$ cat config.mk
export PLATFORM = sky130hd
export DESIGN_NAME = sbrd_bin_wrap
export DESIGN_NICKNAME = d
export VERILOG_FILES = /design/src/sv/sbrd_pkg.sv /design/src/sv/sbrd_bin_wrap.sv
export SDC_FILE = /design/constraint.sdc
export NUM_CORES = 1
export LEC_CHECK = 0
export BUFFER_PORTS_ARGS = -buffer_cell sky130_fd_sc_hd__buf_2
export CAP_MARGIN = 30
export CORE_AREA = 10 10 47 49
export CTS_BUF_LIST = sky130_fd_sc_hd__clkbuf_2
export CTS_CLUSTER_DIAMETER = 120
export DETAILED_ROUTE_END_ITERATION = 7
export DIE_AREA = 0 0 57 59
export PLACE_DENSITY = 0.66
export SLEW_MARGIN = 20
export SYNTH_ARGS = -nofsm -noshare
export SYNTH_HDL_FRONTEND = slang
export SYNTH_SLANG_ARGS = --single-unit
$ cat constraint.sdc
create_clock -name clk -period 1.1 [get_ports clk]
set_clock_uncertainty 0.1 [all_clocks]
set_input_delay 0.22 -clock clk [delete_from_list [all_inputs] [get_ports clk]]
set_output_delay 0.22 -clock clk [all_outputs]
set_load 0.01 [all_outputs]
$ cat src/sv/sbrd_pkg.sv
package sbrd_pkg;

  localparam int MAG_W   = 24;
  localparam int FREQ_W  = 32;
  localparam int DECAY_W = 18;
  localparam int BIN_W   = 10;
  localparam int FRAC_W  = 16;
  localparam int PROD_W  = MAG_W + DECAY_W;

  localparam logic [DECAY_W-1:0] DECAY_RESET = DECAY_W'(65536);
  localparam logic [MAG_W-1:0]   MAG_MAX     = '1;

  // one held bin: frequency above magnitude
  typedef struct packed {
    logic [FREQ_W-1:0] freq;
    logic [MAG_W-1:0]  mag;
  } held_t;

  // load of the address stage
  typedef struct packed {
    logic             load;
    logic             channel;
    logic [BIN_W-1:0] bin;
  } wrap_in_t;

endpackage

$ cat src/sv/sbrd_bin_wrap.sv
module sbrd_bin_wrap #(
  parameter int MAX_BINS     = 1024,
  parameter int NUM_CHANNELS = 2,
  localparam int AW = $clog2(NUM_CHANNELS * MAX_BINS)
) (
  input  logic               clk,
  input  sbrd_pkg::wrap_in_t wi,
  output logic [AW-1:0]      addr
);

  localparam int BIN_W = sbrd_pkg::BIN_W;
  localparam int RW    = (MAX_BINS > 1) ? $clog2(MAX_BINS) : 1;
  localparam int SH    = BIN_W + RW;
  localparam int MW    = BIN_W + 2;
  localparam int PW    = BIN_W + MW;
  // reciprocal of MAX_BINS, exact quotient for every BIN_W-bit bin
  localparam int RECIP = (2**SH + MAX_BINS - 1) / MAX_BINS;

  logic [PW-1:0]    prod;
  logic [BIN_W-1:0] q_next;
  logic [BIN_W-1:0] q_r;
  logic [BIN_W-1:0] bin_r;
  logic             ch_r;
  logic [BIN_W-1:0] rem;
  logic             ch_wrap;

  assign prod   = PW'(wi.bin) * PW'(RECIP);
  assign q_next = BIN_W'(prod >> SH);

  always_ff @(posedge clk) begin
    if (wi.load) begin
      q_r   <= q_next;
      bin_r <= wi.bin;
      ch_r  <= wi.channel;
    end
  end

  assign rem     = BIN_W'(int'(bin_r) - int'(q_r) * MAX_BINS);
  assign ch_wrap = (NUM_CHANNELS > 1) ? ch_r : 1'b0;
  assign addr    = AW'(rem) + (ch_wrap ? AW'(MAX_BINS) : AW'(0));

endmodule

==> results.tsv, run 1 <==
stage	metric	value	unit
outcome	outcome	finished, final reports clean	
hold_path	Worst Hold Class	in2reg	
logic_synthesis	Yosys reg bits	11	
logic_synthesis	ys flop type	edfxtp_1	
layout	Area Overhead vs Synth	43.70	%
clock_network	total CTS buffers	3	
sta	Max Freq	914.7	MHz
layout	Antenna Cells	0	
logic_synthesis	top cell type's share of synthesized area	0.9778	
worst_setup_path	CP Capture Type	output pin	
clock_network	clk root buf	clkbuf_2	
clock_network	CTS tree	done	
layout	FILL cells	158	
logic_synthesis	Mapped Cells	12	
power_and_ir_drop	Peak VDD IR	0.5593	mV
layout	multi-input logic area	0	um2
logic_synthesis	fraction of the yosys area taken by sequential cells	0.9778	
sta	Slew Viols, Final	0	
drt	DR DRC count	0	
worst_setup_path	Worst EP required	780	ps
drt	routed wire length	753	um
worst_setup_path	Worst setup SP type	flop	
sta	Hold Vio Cnt, Final	0	
worst_setup_path	WS Path Type	reg2out	
drt	DR WL/cell	13.94	um
logic_synthesis	number of synthesized flops with an enable pin	11	
power_and_ir_drop	Static Leak	0.2148	nW
hold_path	hold depth	1	
worst_setup_path	crit path DAT	770	ps
place	routability cong.	0.6054	
clock_network	H-tree levels	1	
sta	# setup viols final	0	
drt	Detail Route Antenna Nets	0	
worst_setup_path	Crit path max-delay family	flip-flops	
logic_synthesis	fraction of registers with async set/reset	0	
global_routing	largest net degree at the start of global routing	12	
global_routing	GRT Util Overall	0.04858	
clock_network	Post-CTS Resized	0	
layout	final core utilization	0.3464	
layout	layout cells sized above 1	0.7105	
layout	#MultiIn Comb	0	
power_and_ir_drop	PwrDens	1643	nW/um2
worst_setup_path	CP cell instances	buf_2	
logic_synthesis	cell with the most instances after synthesis	edfxtp_1	
worst_setup_path	CP max stage delay	370	ps
logic_synthesis	syn nets	25	
global_routing	antenna violations before repair	0	
floorplan	core area	1401	um2
layout	FF/Latch Area	330.3	um2
clock_network	clock buffer depth	2	
sta	period utilization	0.9939	
layout	Final nets	52	
place	Placed Area	465.4	um2
sta	RSZ-0062 raised after global routing	true	
drt	Initial DRT Pass Iterations	2	
floorplan	Starting Density	0.2411	
sta	Slew @ Worst Pin	227.2	ps
floorplan	Chip Height	59	um
place	port bufs	23	
floorplan	Die W	57	um
logic_synthesis	Avg Cell Area, Syn	28.15	um2
floorplan	Die ar.	3363	um2
drt	drt initial violations	2	
job	Max-Cap Viols	0	
clock_network	Sink Count	11	
clock_network	post-CTS setup buffers	0	
global_routing	GRT Residual Overflow	0	
global_routing	first-pass GRT wire length	1152	um
worst_setup_path	crit path max-delay cell type	edfxtp_1	
floorplan	I/O pin count	24	
floorplan	Rows	14	
layout	design area	485.5	um2
worst_setup_path	CP Buf/Inv Count	1	
logic_synthesis	synth top area cells	edfxtp_1 98%, buf_4 2.2%	
drt	routed via count	207	
sta	Slew headroom	0.8485	
drt	Via-to-Cell Ratio	3.833	
clock_network	CTS clock-pin slew for the worst setup and hold paths	90	ps
worst_setup_path	crit-path max FO	1	
sta	minimum clock period	1093	ps
logic_synthesis	synth cell count leaders	11 x edfxtp_1, 1 x buf_4	
worst_setup_path	critical path depth	1	
logic_synthesis	Post-Syn Area	337.8	um2
global_routing	vias in the first global route	253	
logic_synthesis	post-synthesis cell type count	2	
logic_synthesis	cell taking the most area after synthesis	edfxtp_1	
logic_synthesis	Synth Warn #	0	
[routing by layer]
| layer | track usage | wire [um] |
|---|---|---|
| met1 | 0.04428 | 274 |
| met2 | 0.06822 | 362 |
| met3 | 0.04077 | 108 |
| met4 | 0.04027 | 7 |
| met5 | 0 | 0 |
[cell usage in the layout, fill, tap and decap left out]
master and instances:
buf_2 23, clkbuf_2 4, edfxtp_1 11
[where the power goes]
| part | leakage (nW) | switching [mW] | internal [mW] |
|---|---|---|---|
| sequential | 0.108 | 0.00623 | 0.497 |
| clock | 0.0166 | 0.121 | 0.0966 |
| combinational | 0.0905 | 0.0414 | 0.0354 |
[cell type report]
cell class,instances,share of cell area
flip-flops and latches,11,0.6804
clock buffers,4,0.04124
repair buffers,23,0.2371
well taps,16,0.04124
[sequential cells by signal (all words and copies together) (netlist names)]
name,cells
bin_r,10
ch_r,1
[worst paths after layout]
path	startpoint	to	slack, ps
worst max-delay path	bin_r[1]	addr[1]	7
worst min-delay path	wi[0]	bin_r[0]	40
[repair_timing]
item | in CTS | in global routing
endpoints found under the setup margin | 9 | 11
pin swaps | 0 | 0
endpoints found under the hold margin | 0 | 0
hold buffers | 0 | 0
[through the flow]
step	worst slack (ps)	instances	hold WS [ps]	power, mW	setup TNS, ps
6_report	6.704	54	40.73	0.7976	0
5_1_grt	-55.80	54	2.197	0.8532	-477.4
4_1_cts	-24.15	54	17.28	0.8192	-102.6
3_5_place_dp	221.5	50	298.5	0.5939	0
3_3_place_gp	234.3	50	297.9	0.5911	0
2_1_floorplan	304.4	12	218.9	0.5379	0
[kinds of logic after synthesis]
logic type	share of synthesized area
flip-flops	0.9778
buffers and inverters	0.02223
Power figures use the tool's default switching activity.
==> run 2, diff against run 1 <==
==> constraint.sdc (replaced) <==
create_clock -name clk -period 1.42 [get_ports clk]
set_clock_uncertainty 0.1 [all_clocks]
set_input_delay 0.284 -clock clk [delete_from_list [all_inputs] [get_ports clk]]
set_output_delay 0.284 -clock clk [all_outputs]
set_load 0.01 [all_outputs]
==> run 2 against run 1 <==
Net effect: sequential share of layout area unchanged; die area unchanged; sequential cell count unchanged; combinational power decreased by 23%.
==> results.tsv, run 2 (synthesis results as in run 1) <==
stage	metric	value	unit	change
outcome	outcome	finished, final reports clean		
power_and_ir_drop	Static Leak	0.2148	nW	unchanged
drt	DR WL/cell	13.94	um	unchanged
worst_setup_path	CP Capture Type	output pin		
sta	Setup TNS	0	ps	unchanged
sta	Max Freq	865.9	MHz	
clock_network	clock buffer depth	2		unchanged
worst_setup_path	CP cell instances	buf_2		
clock_network	Sink Count	11		unchanged
layout	final std cells w/o fill	54		unchanged
layout	final core utilization	0.3464		unchanged
floorplan	Die W	57	um	unchanged
sta	Fin Hold WS	103.4	ps	+62.72 ps
clock_network	H-tree levels	1		unchanged
clock_network	Post-CTS Resized	0		unchanged
global_routing	antenna violations before repair	0		unchanged
sta	Slew headroom	0.8489		about the same
layout	Area Overhead vs Synth	43.70	%	unchanged
floorplan	I/O pin count	24		unchanged
hold_path	Worst Hold Class	in2reg		
global_routing	GRT Residual Overflow	0		unchanged
sta	Hold Vio Cnt, Final	0		unchanged
drt	routed via count	203		-1.9%
worst_setup_path	Worst setup SP type	flop		
worst_setup_path	crit path DAT	770	ps	about the same
worst_setup_path	CP max stage delay	370	ps	about the same
sta	RSZ-0062 raised after global routing	false		
place	total placed cells including tap cells	50		unchanged
floorplan	Chip Height	59	um	unchanged
clock_network	CTS clock-pin slew for the worst setup and hold paths	100	ps	about the same
layout	register with the most flip-flops	bin_r		
drt	routed wire length	753	um	unchanged
layout	most common cell after layout, fill and taps aside	buf_2		
layout	biggest registers after layout	bin_r: 10 flops, ch_r: 1 flops		
floorplan	Starting Density	0.2411		unchanged
layout	#MultiIn Comb	0		unchanged
global_routing	GRT Util Overall	0.04856		about the same
layout	multi-input logic area	0	um2	unchanged
worst_setup_path	crit-path max FO	1		unchanged
floorplan	Rows	14		unchanged
layout	Largest register FFs	10		unchanged
power_and_ir_drop	Peak VDD IR	0.3973	mV	-29%
power_and_ir_drop	total power	0.6178	mW	-23%
place	routability cong.	0.6049		about the same
drt	drt initial violations	2		unchanged
layout	commonest cells after routing, fill and taps aside	23 x buf_2, 11 x edfxtp_1, 4 x clkbuf_2		
layout	layout cells sized above 1	0.7105		unchanged
clock_network	total CTS buffers	3		unchanged
global_routing	largest net degree at the start of global routing	12		unchanged
drt	Initial DRT Pass Iterations	2		unchanged
sta	minimum clock period	1155	ps	
clock_network	clk root buf	clkbuf_2		
floorplan	Die ar.	3363	um2	unchanged
power_and_ir_drop	PwrDens	1273	nW/um2	-23%
worst_setup_path	Worst EP required	1040	ps	+260 ps
worst_setup_path	WS Path Type	reg2out		
sta	# setup viols final	0		unchanged
layout	Final nets	52		unchanged
global_routing	vias in the first global route	248		-2.0%
sta	period utilization	0.8133		
clock_network	CTS tree	done		
drt	Detail Route Antenna Nets	0		unchanged
global_routing	first-pass GRT wire length	1179	um	+2.3%
sta	Slew Viols, Final	0		unchanged
job	Max-Cap Viols	0		unchanged
drt	DR DRC count	0		unchanged
drt	Via-to-Cell Ratio	3.759		-1.9%
hold_path	hold_sp	wi[7]		
clock_network	post-CTS setup buffers	0		unchanged
sta	Slew @ Worst Pin	226.6	ps	-0.5969 ps
worst_setup_path	Crit path max-delay family	flip-flops		
floorplan	core area	1401	um2	unchanged
place	port bufs	23		unchanged
worst_setup_path	crit path max-delay cell type	edfxtp_1		
worst_setup_path	Worst Setup SP	bin_r[6]		
layout	Antenna Cells	0		unchanged
clock_network	Hold Buf Count CTS	0		unchanged
worst_setup_path	CP Buf/Inv Count	1		unchanged
run 2: stage by stage:
| stage | area [um2] | setup slack (ps) |
|---|---|---|
| floorplan | 337.8 | 560.4 |
| global placement | 465.4 | 490.3 |
| detailed placement | 465.4 | 479.7 |
| CTS | 485.5 | 231.1 |
| global route | 485.5 | 197.7 |
| finish | 485.5 | 265.1 |
run 2: worst paths after layout:
check	end	slack, ps	cells past startpoint
min	bin_r[7]	100	1
max	addr[6]	270	1
run 2: layout make-up:
type	count	area [um2]
clock buffers	4	20.02
fillers	156	915.9
flip-flops and latches	11	330.3
well taps	16	20.02
repair buffers	23	115.1
run 2: where the power goes:
group | leakage (nW) | total, mW | internal, mW | switching, mW
logic | 0.0905 | 0.0592 | 0.0274 | 0.0318
registers | 0.108 | 0.390 | 0.385 | 0.00463
clock network | 0.0166 | 0.169 | 0.0748 | 0.0942
run 2: metal layers:
layer	track usage	routed length, um	share of wire
met5	0	0	0
met4	0.04027	0	0
met3	0.03863	92	0.12
met2	0.06822	360	0.48
met1	0.04545	300	0.40
==> run 3, diff against run 2 <==
--- a/config.mk
+++ b/config.mk
@@ -5,6 +5,7 @@
 export SDC_FILE = /design/constraint.sdc
 export NUM_CORES = 1
 export LEC_CHECK = 0
+export ABC_AREA = 1
 export BUFFER_PORTS_ARGS = -buffer_cell sky130_fd_sc_hd__buf_2
 export CAP_MARGIN = 30
 export CORE_AREA = 10 10 47 49
@@ -12,7 +13,7 @@
 export CTS_CLUSTER_DIAMETER = 120
 export DETAILED_ROUTE_END_ITERATION = 7
 export DIE_AREA = 0 0 57 59
-export PLACE_DENSITY = 0.66
+export PLACE_DENSITY = 0.68
 export SLEW_MARGIN = 20
 export SYNTH_ARGS = -nofsm -noshare
 export SYNTH_HDL_FRONTEND = slang
==> constraint.sdc (replaced) <==
create_clock -name clk -period 0.99 [get_ports clk]
set_clock_uncertainty 0.1 [all_clocks]
set_input_delay 0.198 -clock clk [delete_from_list [all_inputs] [get_ports clk]]
set_output_delay 0.198 -clock clk [all_outputs]
set_load 0.01 [all_outputs]
==> run 3 against run 2 <==
Net effect: the run now ends with negative setup slack left; final cell count increased by 15%; clock power increased by 42%; combinational power increased by 94%; power increased by 48%; critical path depth unchanged; sequential cell count unchanged; wire length increased by 18%; setup slack got worse by 360 ps; die area unchanged; sequential power increased by 44%; largest cell class unchanged; largest power group unchanged.
==> results.tsv, run 3 (synthesis results as in run 1) <==
stage	metric	value	unit	change
global_routing	GRT Residual Overflow	0		unchanged
layout	Final nets	60		+15%
worst_setup_path	crit path DAT	790	ps	+20 ps
drt	DR DRC count	0		unchanged
clock_network	H-tree levels	1		unchanged
clock_network	Sink Count	11		unchanged
sta	minimum clock period	1089	ps	
clock_network	total CTS buffers	3		unchanged
outcome	failing checks	negative setup slack		
layout	multi-input logic area	0	um2	unchanged
layout	Area Overhead vs Synth	69.26	%	
job	Max-Cap Viols	0		unchanged
worst_setup_path	CP Buf/Inv Count	1		unchanged
drt	routed via count	243		+20%
sta	RSZ-0062 raised after global routing	true		
layout	biggest registers after layout	bin_r: 10 flops, ch_r: 1 flops		
worst_setup_path	Worst setup SP type	flop		
floorplan	Starting Density	0.2411		unchanged
floorplan	Die W	57	um	unchanged
worst_setup_path	CP cell instances	buf_2		
sta	Max Freq	918.3	MHz	
power_and_ir_drop	PwrDens	1604	nW/um2	+26%
floorplan	core area	1401	um2	unchanged
layout	commonest cells after routing, fill and taps aside	22 x buf_2, 11 x edfxtp_1, 8 x dlygate4sd3_1		
drt	DR WL/cell	14.31	um	+2.6%
place	port bufs	23		unchanged
layout	layout cells sized above 1	0.5870		-0.1236
drt	drt initial violations	1		-1
sta	Slew headroom	0.8444		-0.004531
worst_setup_path	WS Path Type	reg2out		
layout	Largest register FFs	10		unchanged
place	Placed Area	465.4	um2	unchanged
drt	Initial DRT Pass Iterations	2		unchanged
layout	design area	571.8	um2	+18%
global_routing	vias in the first global route	287		+16%
worst_setup_path	Worst EP required	690	ps	-350 ps
global_routing	antenna violations before repair	0		unchanged
sta	period utilization	1.100		
sta	Slew @ Worst Pin	233.4	ps	+6.796 ps
clock_network	CTS tree	done		
layout	#MultiIn Comb	0		unchanged
sta	Slew Viols, Final	0		unchanged
layout	most common cell after layout, fill and taps aside	buf_2		
outcome	outcome	finished with violations		
hold_path	hold_sp	wi[9]		
place	routability cong.	0.6443		+6.5%
power_and_ir_drop	Peak VDD IR	0.6078	mV	+53%
clock_network	clk root buf	clkbuf_2		
floorplan	Rows	14		unchanged
drt	Via-to-Cell Ratio	3.919		+4.3%
worst_setup_path	crit-path max FO	1		unchanged
clock_network	post-CTS setup buffers	0		unchanged
layout	Antenna Cells	0		unchanged
clock_network	CTS clock-pin slew for the worst setup and hold paths	100	ps	about the same
worst_setup_path	Worst Setup SP	bin_r[5]		
global_routing	first-pass GRT wire length	1255	um	+6.4%
sta	# setup viols final	11		+11
floorplan	I/O pin count	24		unchanged
worst_setup_path	crit path max-delay cell type	edfxtp_1		
global_routing	largest net degree at the start of global routing	12		unchanged
layout	register with the most flip-flops	bin_r		
sta	setup ws final	-98.97	ps	-364.1 ps
drt	routed wire length	887	um	+18%
sta	Hold Vio Cnt, Final	0		unchanged
global_routing	GRT Util Overall	0.05107		+0.002513
worst_setup_path	CP Capture Type	output pin		
clock_network	clock buffer depth	2		unchanged
worst_setup_path	CP max stage delay	400	ps	+30 ps
hold_path	Worst Hold Class	in2reg		
floorplan	Chip Height	59	um	unchanged
power_and_ir_drop	total power	0.9170	mW	+48%
floorplan	Die ar.	3363	um2	unchanged
worst_setup_path	Crit path max-delay family	flip-flops		
drt	Detail Route Antenna Nets	0		unchanged
power_and_ir_drop	Static Leak	0.2503	nW	+17%
sta	Fin Hold WS	34.59	ps	-68.86 ps
[run 3: cell types whose count changed in the layout (fill, tap and decap cells not counted)]
cell,before,now
buf_2,23,22
buf_6,0,1
dlygate4sd3_1,0,8
[run 3: per-layer routing]
layer  wire [um]  track usage
met5           0            0
met4           0      0.04027
met3         177      0.06438
met2         324      0.04806
met1         385      0.05372
[run 3: power breakdown]
part | internal (mW) | switching (mW)
clock network | 0.107 | 0.133
registers | 0.553 | 0.00937
logic | 0.0634 | 0.0517
[run 3: stage by stage]
stage	setup WS (ps)	instances	util	TNS, ps
finish	-98.97	62	0.4080	-747.0
global route	-169.8	62	0.4080	-1519
CTS	-99.89	54	0.3464	-950.4
detailed placement	135.6	50	0.3321	0
global placement	152.7	50	0.3321	0
floorplan	216.4	12	-	0
[run 3: final cells by class]
| cell class | instances | area [um2] |
|---|---|---|
| Clock buffer | 4 | 20.02 |
| Sequential cell | 11 | 330.3 |
| Fill cell | 136 | 829.5 |
| Timing Repair Buffer | 31 | 201.4 |
| Tap cell | 16 | 20.02 |
[run 3: path summary, 6_finish.rpt]
kind  endpoint  slack, ps  depth (start not counted)
max    addr[5]       -100                          1
min   bin_r[9]         30                          1
[run 3: timing repair]
action | 4_1_cts | 5_1_grt
gates resized for setup | 0 | 1
hold buffers | 0 | 8
pin swaps | 0 | 0
setup endpoints to repair | 11 | 11
hold endpoints to repair | 0 | 8
